**src/rtl/core/i2p_pkg.sv**
```systemverilog
// Shared types, codes and character helpers for the infix-to-postfix converter.
package i2p_pkg;

  localparam logic [7:0] CH_LPAREN = 8'h28;
  localparam logic [7:0] CH_RPAREN = 8'h29;
  localparam logic [7:0] CH_PLUS   = 8'h2B;
  localparam logic [7:0] CH_TIMES  = 8'h2A;
  localparam logic [7:0] CH_POWER  = 8'h5E;

  localparam logic [1:0] OP_LPAREN = 2'd0;
  localparam logic [1:0] OP_PLUS   = 2'd1;
  localparam logic [1:0] OP_TIMES  = 2'd2;
  localparam logic [1:0] OP_POWER  = 2'd3;

  localparam logic [1:0] ERR_NONE     = 2'd0;
  localparam logic [1:0] ERR_OVERFLOW = 2'd1;
  localparam logic [1:0] ERR_CLOSE    = 2'd2;
  localparam logic [1:0] ERR_OPEN     = 2'd3;

  typedef enum logic [2:0] {
    CLS_IGNORE,
    CLS_OPERAND,
    CLS_LPAREN,
    CLS_RPAREN,
    CLS_OPERATOR
  } cls_t;

  typedef struct packed {
    logic [7:0] sym;
    logic       fin;
    cls_t       cls;
    logic [1:0] code;
  } item_t;

  function automatic logic [7:0] op_char(input logic [1:0] code);
    logic [7:0] ch;
    unique case (code)
      OP_LPAREN: ch = CH_LPAREN;
      OP_PLUS:   ch = CH_PLUS;
      OP_TIMES:  ch = CH_TIMES;
      default:   ch = CH_POWER;
    endcase
    return ch;
  endfunction

  function automatic item_t classify(input logic [7:0] sym, input logic fin);
    item_t it;
    it.sym  = sym;
    it.fin  = fin;
    it.cls  = CLS_IGNORE;
    it.code = OP_LPAREN;
    if ((sym >= 8'h30 && sym <= 8'h39) || (sym >= 8'h41 && sym <= 8'h5A) ||
        (sym >= 8'h61 && sym <= 8'h7A)) begin
      it.cls = CLS_OPERAND;
    end else if (sym == CH_LPAREN) begin
      it.cls = CLS_LPAREN;
    end else if (sym == CH_RPAREN) begin
      it.cls = CLS_RPAREN;
    end else if (sym == CH_PLUS) begin
      it.cls  = CLS_OPERATOR;
      it.code = OP_PLUS;
    end else if (sym == CH_TIMES) begin
      it.cls  = CLS_OPERATOR;
      it.code = OP_TIMES;
    end else if (sym == CH_POWER) begin
      it.cls  = CLS_OPERATOR;
      it.code = OP_POWER;
    end
    return it;
  endfunction

endpackage

```
**src/rtl/core/i2p_if.sv**
```systemverilog
// Valid/ready channel interfaces for the converter's input and result words.
interface i2p_in_if;
  logic       valid;
  logic       ready;
  logic [7:0] symbol_in;
  logic       final_char;

  modport source(output valid, symbol_in, final_char, input ready);
  modport sink(input valid, symbol_in, final_char, output ready);
endinterface

interface i2p_out_if;
  logic       valid;
  logic       ready;
  logic [7:0] symbol_out;
  logic       has_symbol;
  logic       end_of_run;
  logic       end_of_expression;
  logic [1:0] error_code;

  modport source(output valid, symbol_out, has_symbol, end_of_run, end_of_expression,
                 error_code, input ready);
  modport sink(input valid, symbol_out, has_symbol, end_of_run, end_of_expression,
               error_code, output ready);
endinterface

```
**src/rtl/core/infix_to_postfix_converter_top.sv**
```systemverilog
// Top level of the shunting-yard infix-to-postfix converter.
// The converter takes one ASCII character per input word and returns postfix
// characters, at most one per result word; the last word of each input that
// yields words carries end_of_run, and the last word of a final character
// carries end_of_expression and the error code. A two-entry queue lets input
// words arrive while the back end works. The back end passes an operand on,
// pushes '(' and skips ignored characters; '+', '*', '^' and ')' first pop the
// operators they displace, and an error-free final character then flushes the
// stack. The sequencer pops one stack entry per cycle unless output
// back-pressure holds it, from a stack memory of STACK_DEPTH entries with one
// read and one write port.
module infix_to_postfix_converter_top import i2p_pkg::*; #(
  parameter int STACK_DEPTH = 16
) (
  input  logic      clk,
  input  logic      rst_n,
  i2p_in_if.sink    in_if,
  i2p_out_if.source out_if
);

  logic  q_valid;
  item_t q_item;
  logic  q_pop;

  i2p_front u_front (
    .clk     (clk),
    .rst_n   (rst_n),
    .in_if   (in_if),
    .q_valid (q_valid),
    .q_item  (q_item),
    .q_pop   (q_pop)
  );

  i2p_back #(
    .STACK_DEPTH (STACK_DEPTH)
  ) u_back (
    .clk     (clk),
    .rst_n   (rst_n),
    .q_valid (q_valid),
    .q_item  (q_item),
    .q_pop   (q_pop),
    .out_if  (out_if)
  );

endmodule

```
**src/rtl/core/i2p_front.sv**
```systemverilog
// Front end: accepts input words, classifies them and queues them for the back end.
module i2p_front import i2p_pkg::*; (
  input  logic     clk,
  input  logic     rst_n,
  i2p_in_if.sink   in_if,
  output logic     q_valid,
  output item_t    q_item,
  input  logic     q_pop
);

  item_t       slot_r [2];
  logic        wp_r, wp_nxt;
  logic        rp_r, rp_nxt;
  logic [1:0]  cnt_r, cnt_nxt;
  logic        push;
  logic        pop;

  assign in_if.ready = (cnt_r != 2'd2);
  assign push        = in_if.valid && in_if.ready;
  assign pop         = q_pop && q_valid;
  assign q_valid     = (cnt_r != 2'd0);
  assign q_item      = slot_r[rp_r];

  always_comb begin
    wp_nxt  = push ? ~wp_r : wp_r;
    rp_nxt  = pop ? ~rp_r : rp_r;
    cnt_nxt = cnt_r + {1'b0, push} - {1'b0, pop};
  end

  always_ff @(posedge clk) begin
    if (!rst_n) begin
      wp_r  <= 1'b0;
      rp_r  <= 1'b0;
      cnt_r <= 2'd0;
    end else begin
      wp_r  <= wp_nxt;
      rp_r  <= rp_nxt;
      cnt_r <= cnt_nxt;
    end
  end

  always_ff @(posedge clk) begin
    if (push) begin
      slot_r[wp_r] <= classify(in_if.symbol_in, in_if.final_char);
    end
  end

endmodule

```
**src/rtl/core/i2p_back.sv**
```systemverilog
// Back end: operator stack, pop sequencer, end-of-run marking and result register.
module i2p_back import i2p_pkg::*; #(
  parameter int STACK_DEPTH = 16
) (
  input  logic      clk,
  input  logic      rst_n,
  input  logic      q_valid,
  input  item_t     q_item,
  output logic      q_pop,
  i2p_out_if.source out_if
);

  localparam int IDX_W = (STACK_DEPTH > 1) ? $clog2(STACK_DEPTH) : 1;
  localparam int CNT_W = $clog2(STACK_DEPTH + 1);

  localparam logic [2:0] S_IDLE  = 3'd0;
  localparam logic [2:0] S_OP    = 3'd1;
  localparam logic [2:0] S_CLOSE = 3'd2;
  localparam logic [2:0] S_FLUSH = 3'd3;
  localparam logic [2:0] S_END   = 3'd4;

  logic [1:0]       stack_mem [STACK_DEPTH];
  logic [1:0]       rd_r;
  logic [2:0]       state_r, state_nxt;
  logic [CNT_W-1:0] cnt_r, cnt_nxt, cnt_nxt_m1;
  logic [1:0]       err_r, err_nxt;
  logic             byp_v_r, byp_v_nxt;
  logic [1:0]       byp_r, byp_nxt;
  logic             pend_v_r, pend_v_nxt;
  logic [7:0]       pend_sym_r, pend_sym_nxt;
  logic             out_v_r, out_v_nxt;
  logic [7:0]       sym_out_r;
  logic             has_r, eor_r, eoe_r;
  logic [1:0]       errc_r;
  logic             we;
  logic [1:0]       wdata;
  logic [IDX_W-1:0] rd_addr;
  logic [1:0]       top;
  logic             out_free;
  logic             ok_emit;
  logic             emit;
  logic [7:0]       emit_sym;
  logic             fin_out;
  logic             done;
  logic             full;
  logic             pop_ok;
  logic             out_load;

  assign top      = byp_v_r ? byp_r : rd_r;
  assign out_free = !out_v_r || out_if.ready;
  assign ok_emit  = !pend_v_r || out_free;
  assign full     = (cnt_r >= CNT_W'(STACK_DEPTH));
  assign pop_ok   = (cnt_r != '0) && (top != OP_LPAREN) &&
                    ((top > q_item.code) || ((top == q_item.code) && (q_item.code != OP_POWER)));

  always_comb begin
    state_nxt = state_r;
    cnt_nxt   = cnt_r;
    err_nxt   = err_r;
    byp_nxt   = byp_r;
    byp_v_nxt = byp_v_r;
    we        = 1'b0;
    wdata     = q_item.code;
    emit      = 1'b0;
    emit_sym  = op_char(top);
    fin_out   = 1'b0;
    q_pop     = 1'b0;
    done      = 1'b0;
    unique case (state_r)
      S_IDLE: begin
        if (q_valid) begin
          if (err_r != ERR_NONE) begin
            state_nxt = S_END;
          end else begin
            unique case (q_item.cls)
              CLS_OPERAND: begin
                if (ok_emit) begin
                  emit     = 1'b1;
                  emit_sym = q_item.sym;
                  done     = 1'b1;
                end
              end
              CLS_LPAREN: begin
                if (full) begin
                  err_nxt = ERR_OVERFLOW;
                  cnt_nxt = '0;
                end else begin
                  we        = 1'b1;
                  wdata     = OP_LPAREN;
                  cnt_nxt   = cnt_r + CNT_W'(1);
                  byp_v_nxt = 1'b1;
                  byp_nxt   = OP_LPAREN;
                end
                done = 1'b1;
              end
              CLS_RPAREN:   state_nxt = S_CLOSE;
              CLS_OPERATOR: state_nxt = S_OP;
              default:      done = 1'b1;
            endcase
          end
        end
      end
      S_OP: begin
        if (pop_ok) begin
          if (ok_emit) begin
            emit    = 1'b1;
            cnt_nxt = cnt_r - CNT_W'(1);
          end
        end else begin
          if (full) begin
            if (err_r == ERR_NONE) err_nxt = ERR_OVERFLOW;
            cnt_nxt = '0;
          end else begin
            we        = 1'b1;
            cnt_nxt   = cnt_r + CNT_W'(1);
            byp_v_nxt = 1'b1;
            byp_nxt   = q_item.code;
          end
          done = 1'b1;
        end
      end
      S_CLOSE: begin
        if (cnt_r == '0) begin
          if (err_r == ERR_NONE) err_nxt = ERR_CLOSE;
          done = 1'b1;
        end else if (top == OP_LPAREN) begin
          cnt_nxt = cnt_r - CNT_W'(1);
          done    = 1'b1;
        end else if (ok_emit) begin
          emit    = 1'b1;
          cnt_nxt = cnt_r - CNT_W'(1);
        end
      end
      S_FLUSH: begin
        if (cnt_r == '0) begin
          state_nxt = S_END;
        end else if (top == OP_LPAREN) begin
          if (err_r == ERR_NONE) err_nxt = ERR_OPEN;
          cnt_nxt = cnt_r - CNT_W'(1);
        end else if (ok_emit) begin
          emit    = 1'b1;
          cnt_nxt = cnt_r - CNT_W'(1);
        end
      end
      S_END: begin
        if (!pend_v_r && !q_item.fin) begin
          q_pop     = 1'b1;
          state_nxt = S_IDLE;
        end else if (out_free) begin
          fin_out   = 1'b1;
          q_pop     = 1'b1;
          state_nxt = S_IDLE;
          if (q_item.fin) begin
            cnt_nxt = '0;
            err_nxt = ERR_NONE;
          end
        end
      end
      default: state_nxt = S_IDLE;
    endcase
    if (done) begin
      state_nxt = (q_item.fin && (err_nxt == ERR_NONE)) ? S_FLUSH : S_END;
    end
    if (cnt_nxt < cnt_r) begin
      byp_v_nxt = 1'b0;
    end
  end

  assign cnt_nxt_m1 = cnt_nxt - CNT_W'(1);
  assign rd_addr    = cnt_nxt_m1[IDX_W-1:0];

  assign out_load     = (emit && pend_v_r) || fin_out;
  assign pend_v_nxt   = emit || (pend_v_r && !q_pop);
  assign pend_sym_nxt = emit ? emit_sym : pend_sym_r;
  assign out_v_nxt    = out_load || (out_v_r && !out_if.ready);

  always_ff @(posedge clk) begin
    if (!rst_n) begin
      state_r  <= S_IDLE;
      cnt_r    <= '0;
      err_r    <= ERR_NONE;
      byp_v_r  <= 1'b0;
      pend_v_r <= 1'b0;
      out_v_r  <= 1'b0;
    end else begin
      state_r  <= state_nxt;
      cnt_r    <= cnt_nxt;
      err_r    <= err_nxt;
      byp_v_r  <= byp_v_nxt;
      pend_v_r <= pend_v_nxt;
      out_v_r  <= out_v_nxt;
    end
  end

  always_ff @(posedge clk) begin
    byp_r      <= byp_nxt;
    pend_sym_r <= pend_sym_nxt;
    if (out_load) begin
      if (fin_out) begin
        sym_out_r <= pend_v_r ? pend_sym_r : 8'h00;
        has_r     <= pend_v_r;
        eor_r     <= 1'b1;
        eoe_r     <= q_item.fin;
        errc_r    <= q_item.fin ? err_r : ERR_NONE;
      end else begin
        sym_out_r <= pend_sym_r;
        has_r     <= 1'b1;
        eor_r     <= 1'b0;
        eoe_r     <= 1'b0;
        errc_r    <= ERR_NONE;
      end
    end
  end

  always_ff @(posedge clk) begin
    if (we) begin
      stack_mem[cnt_r[IDX_W-1:0]] <= wdata;
    end
    rd_r <= stack_mem[rd_addr];
  end

  assign out_if.valid             = out_v_r;
  assign out_if.symbol_out        = sym_out_r;
  assign out_if.has_symbol        = has_r;
  assign out_if.end_of_run        = eor_r;
  assign out_if.end_of_expression = eoe_r;
  assign out_if.error_code        = errc_r;

`ifndef SYNTHESIS
  a_cnt_bound: assert property (@(posedge clk) disable iff (!rst_n)
    cnt_r <= CNT_W'(STACK_DEPTH))
    else $error("operator stack count beyond depth");

  a_err_on_eoe: assert property (@(posedge clk) disable iff (!rst_n)
    (out_v_r && (errc_r != ERR_NONE)) |-> eoe_r)
    else $error("error code on a word that does not close the expression");

  a_eoe_eor: assert property (@(posedge clk) disable iff (!rst_n)
    (out_v_r && eoe_r) |-> eor_r)
    else $error("end of expression without end of run");

  a_idle_no_pend: assert property (@(posedge clk) disable iff (!rst_n)
    (state_r == S_IDLE) |-> !pend_v_r)
    else $error("pending symbol left over between items");

  a_final_clears: assert property (@(posedge clk) disable iff (!rst_n)
    (state_r == S_END && q_pop && q_item.fin) |=> (cnt_r == '0 && err_r == ERR_NONE))
    else $error("stack or error not cleared after the final character");
`endif

endmodule
```
**src/flat_wrapper.sv**
```systemverilog
// flat-port wrapper written by rule: the top's interface ports become plain ports
module infix_to_postfix_converter_top_flat import i2p_pkg::*;
#(
  parameter int STACK_DEPTH = 16
)
  (clk, rst_n, in_if_valid, in_if_symbol_in, in_if_final_char, in_if_ready, out_if_valid, out_if_symbol_out, out_if_has_symbol, out_if_end_of_run, out_if_end_of_expression, out_if_error_code, out_if_ready);
  i2p_in_if in_if_i ();
  i2p_out_if out_if_i ();
  input  logic clk;
  input  logic rst_n;
  input wire logic [$bits(in_if_i.valid)-1:0] in_if_valid;
  input wire logic [$bits(in_if_i.symbol_in)-1:0] in_if_symbol_in;
  input wire logic [$bits(in_if_i.final_char)-1:0] in_if_final_char;
  output wire logic [$bits(in_if_i.ready)-1:0] in_if_ready;
  output wire logic [$bits(out_if_i.valid)-1:0] out_if_valid;
  output wire logic [$bits(out_if_i.symbol_out)-1:0] out_if_symbol_out;
  output wire logic [$bits(out_if_i.has_symbol)-1:0] out_if_has_symbol;
  output wire logic [$bits(out_if_i.end_of_run)-1:0] out_if_end_of_run;
  output wire logic [$bits(out_if_i.end_of_expression)-1:0] out_if_end_of_expression;
  output wire logic [$bits(out_if_i.error_code)-1:0] out_if_error_code;
  input wire logic [$bits(out_if_i.ready)-1:0] out_if_ready;
  assign in_if_i.valid = in_if_valid;
  assign in_if_i.symbol_in = in_if_symbol_in;
  assign in_if_i.final_char = in_if_final_char;
  assign in_if_ready = in_if_i.ready;
  assign out_if_valid = out_if_i.valid;
  assign out_if_symbol_out = out_if_i.symbol_out;
  assign out_if_has_symbol = out_if_i.has_symbol;
  assign out_if_end_of_run = out_if_i.end_of_run;
  assign out_if_end_of_expression = out_if_i.end_of_expression;
  assign out_if_error_code = out_if_i.error_code;
  assign out_if_i.ready = out_if_ready;
  infix_to_postfix_converter_top #(.STACK_DEPTH(STACK_DEPTH)) u_core (.clk(clk), .rst_n(rst_n), .in_if(in_if_i), .out_if(out_if_i));
endmodule
```
**config.mk**
```make
export PLATFORM = sky130hd
export DESIGN_NAME = infix_to_postfix_converter_top_flat
export DESIGN_NICKNAME = d
export VERILOG_FILES = /design/src/rtl/core/i2p_pkg.sv /design/src/rtl/core/i2p_if.sv /design/src/rtl/core/infix_to_postfix_converter_top.sv /design/src/rtl/core/i2p_front.sv /design/src/rtl/core/i2p_back.sv /design/src/flat_wrapper.sv
export SDC_FILE = /design/constraint.sdc
export NUM_CORES = 1
export LEC_CHECK = 0
export BUFFER_PORTS_ARGS = -buffer_cell sky130_fd_sc_hd__buf_4
export CORE_MARGIN = 4
export CORE_UTILIZATION = 55
export CTS_CLUSTER_SIZE = 14
export DETAILED_ROUTE_END_ITERATION = 10
export HOLD_SLACK_MARGIN = 0.02
export PLACE_DENSITY_LB_ADDON = 0.08
export SYNTH_ARGS = -nofsm -noshare
export SYNTH_HDL_FRONTEND = slang
export SYNTH_SLANG_ARGS = --single-unit
export TNS_END_PERCENT = 20
```
**constraint.sdc**
```tcl
create_clock -name clk -period 4.2 [get_ports clk]
set_input_delay 0.84 -clock clk [delete_from_list [all_inputs] [get_ports clk]]
set_output_delay 0.84 -clock clk [all_outputs]
set_load 0.005 [all_outputs]
```
==> impl_metrics.yaml <==
run_status:
  outcome: "complete, no violations"
finish:
  synthToLayoutAreaGrowth_pct: 11.19
  fill_cells: 686
  nets: 459
  antenna_cells: 0
  final_util_pct: 62.85
  drive_gt1_share_pct: 17.35
timing:
  setup_violations: 0
  rsz0062_at_grt: "false"
  setup_tns_ps: 0
  fin_ws_ps: 494.7
  tightest_slew_ps: 1111
  fin_crit_ps: 3705
  finClkSkew_ps: 9.735
  slew_violations: 0
  hold_viol_final: 0
  fmax_mhz: 269.9
  slew_headroom_pct: 25.66
  final.period_utilization_pct: 88.22
critical_path:
  cp-start-kind: "register"
  path_cells: "mux2i_1, buf_4, inv_1, ha_1, nand2b_1, a21oi_1, nor4_1, buf_4, a211o_1, a22oi_1, ha_1, mux4_2, mux4_2"
  rrSetupSlack_ps: 490
  critPathMaxFanout: 8
  path_buf_inv: 3
  cp_slowest_cell: "mux4_2"
  cp_top_family: "multiplexers"
  max_stage_delay_ps: 470
  cp-end-kind: "register"
  critPathKind: "register to register"
  required_ps: 4440
  crit_arrival_ps: 3950
synth:
  syn_area_um2: 4954
  syn-mean-instance-area_um2: 12.35
  synth_cell_types: 65
  async_flop_share_pct: 0
  synth_area_leader_cell: "edfxtp_1"
  ys.flop_type: "edfxtp_1"
  synth_top_cell_area_share_pct: 50.32
  synth_edf_count: 83
  ys_warn_count: 0
  synth.net_count: 427
  ys_ff_latch: 103
  synth_area_leaders: "edfxtp_1 (50%), dfxtp_1 (8.1%), mux4_2 (4.5%)"
  syn_inst: 401
  ys_seq_area_share_pct: 58.40
  synth.cells.most_frequent: "edfxtp_1 (83), nor2_1 (41), nand2_1 (21)"
  yosysMostFrequentCell: "edfxtp_1"
die:
  ioPinCount: 28
  fp.dieArea_um2: 10590
  rows: 34
  core_um2: 8763
  die_h_um: 102.9
  die_w_um: 102.9
  start_util_pct: 56.52
placed_design:
  io_buffers: 27
  place_congestion: 0.9494
  dpl.hpwl_mm: 7.521
  place_ws_ps: 515.3
clock_tree:
  numCtsBuffers: 9
  cts-root-buf: "clkbuf_8"
  cts_hold_buf: 0
  clockBufferDepth: 2
  cts_tree: "done"
  postCtsResizedCells: 0
  post-cts-setup-buffer-count: 0
  cts_sinks: 103
  clk_pin_slew_worst_paths_ps: 110
  h-tree-depth: 3
  clk_latency_ps: 360
global_route:
  antenna_found_initial: 0
  grt_overflow: 0
  grt.total_usage_pct: 20.41
  grt_pass1_vias: 3134
  grt_max_degree: 21
  grt_pass1_wl_mm: 16.21
detailed_routing:
  via_count: 3304
  drt_iter0_drc: 179
  wl_mm: 10.22
  drc: 0
  wl_per_cell_um: 18.71
  dr.pass1.iters: 5
  viasPerCell: 6.051
  drtAntennaViolNets: 0
run:
  cap_violations: 0
worst_hold_path:
  holdCritStartpoint: "u_core.u_back.pend_sym_r[5]$_DFFE_PP_"
  min_path_type: "register to register"
power:
  power_mw: 3.818
  power_density_nw_per_um2: 693.3
  ir_worst_vdd_mv: 0.3106
  leakage_nw: 1.973
through the flow:
stage	cells	hold WS [ps]	instance area, um^2
finish	546	549.9	5508
detailed placement	530	522.2	5284
global placement	530	519.8	5284
floorplan	401	504.4	4954
CTS	546	548.8	5508
global route	546	582.4	5508
power by group:
group	total (mW)	internal, mW	switching (mW)	leakage [nW]
registers	1.45	1.32	0.131	0.931
logic	1.71	0.800	0.907	0.931
clock network	0.666	0.295	0.370	0.112
state kept, by name, summed over array words and instances, names as in the netlist, 2 cells and up, named ones only:
register / count
u_core.u_back.cnt_r: 5
u_core.u_back.state_r: 3
u_core.u_back.byp_r: 2
u_core.u_back.out_if.error_code: 2
u_core.u_back.stack_mem: 32
u_core.u_back.rd_r: 2
u_core.u_back.out_if.symbol_out: 8
u_core.u_front.slot_r: 28
u_core.u_back.err_r: 2
u_core.u_back.pend_sym_r: 8
u_core.u_front.cnt_r: 2
layer usage:
| metal | vias to the layer above | part of all wire, % | global-route usage (%) |
|---|---|---|---|
| met5 | - | 0 | 0 |
| li1 | 1577 | - | - |
| met2 | 95 | 46 | 29.80 |
| met1 | 1622 | 47 | 31.02 |
| met3 | 10 | 5.4 | 4.601 |
| met4 | 0 | 1.2 | 5.378 |
cell usage in the layout, fill, tap and decap left out, types with 4 or more instances in the layout:
cell	netlist	layout
a21o_1	5	5
a21oi_1	16	16
a31oi_1	4	4
and2_1	10	10
buf_4	1	34
clkbuf_8	0	9
dfxtp_1	20	20
edfxtp_1	83	83
ha_1	13	13
inv_1	18	18
mux2_2	4	4
mux2i_1	11	11
mux4_2	10	10
nand2_1	21	21
nand2b_1	6	6
nand3_1	6	6
nor2_1	41	41
nor2b_1	16	16
nor3_1	10	10
nor3b_1	4	4
nor4b_1	4	4
o21a_1	4	4
o21ai_0	16	16
xnor2_1	4	4
cell type report:
cell class	instances	area [um^2]	area share (%)
Inverter	18	67.56	1.227
Clock buffer	9	123.9	2.249
Tap cell	108	135.1	2.453
Sequential cell	103	2893	52.52
Timing Repair Buffer	34	255.2	4.634
Clock inverter	7	100.1	1.817
Multi-Input combinational cell	267	1933	35.10
path summary, 6_finish.rpt:
check,end,cells past startpoint
setup / recovery,u_core.u_back.rd_r[0]$_DFF_P_,13
setup reg to reg,u_core.u_back.rd_r[0]$_DFF_P_,13
hold / removal,u_core.u_back.out_if.symbol_out[5]$_DFFE_PP_,1
hold reg to reg,u_core.u_back.out_if.symbol_out[5]$_DFFE_PP_,1
kinds of logic after synthesis:
family | count (synthesis) | share of synthesized area [%]
AND/OR/NAND/NOR | 143 | 15.81
adder cells (fa/ha/maj) | 13 | 3.284
flip-flops | 103 | 58.40
AO/OA/AOI/OAI | 78 | 10.74
buffers and inverters | 31 | 2.576
XOR/XNOR | 7 | 1.238
multiplexers | 26 | 7.957
No activity file was read; power rests on OpenSTA's default activity.
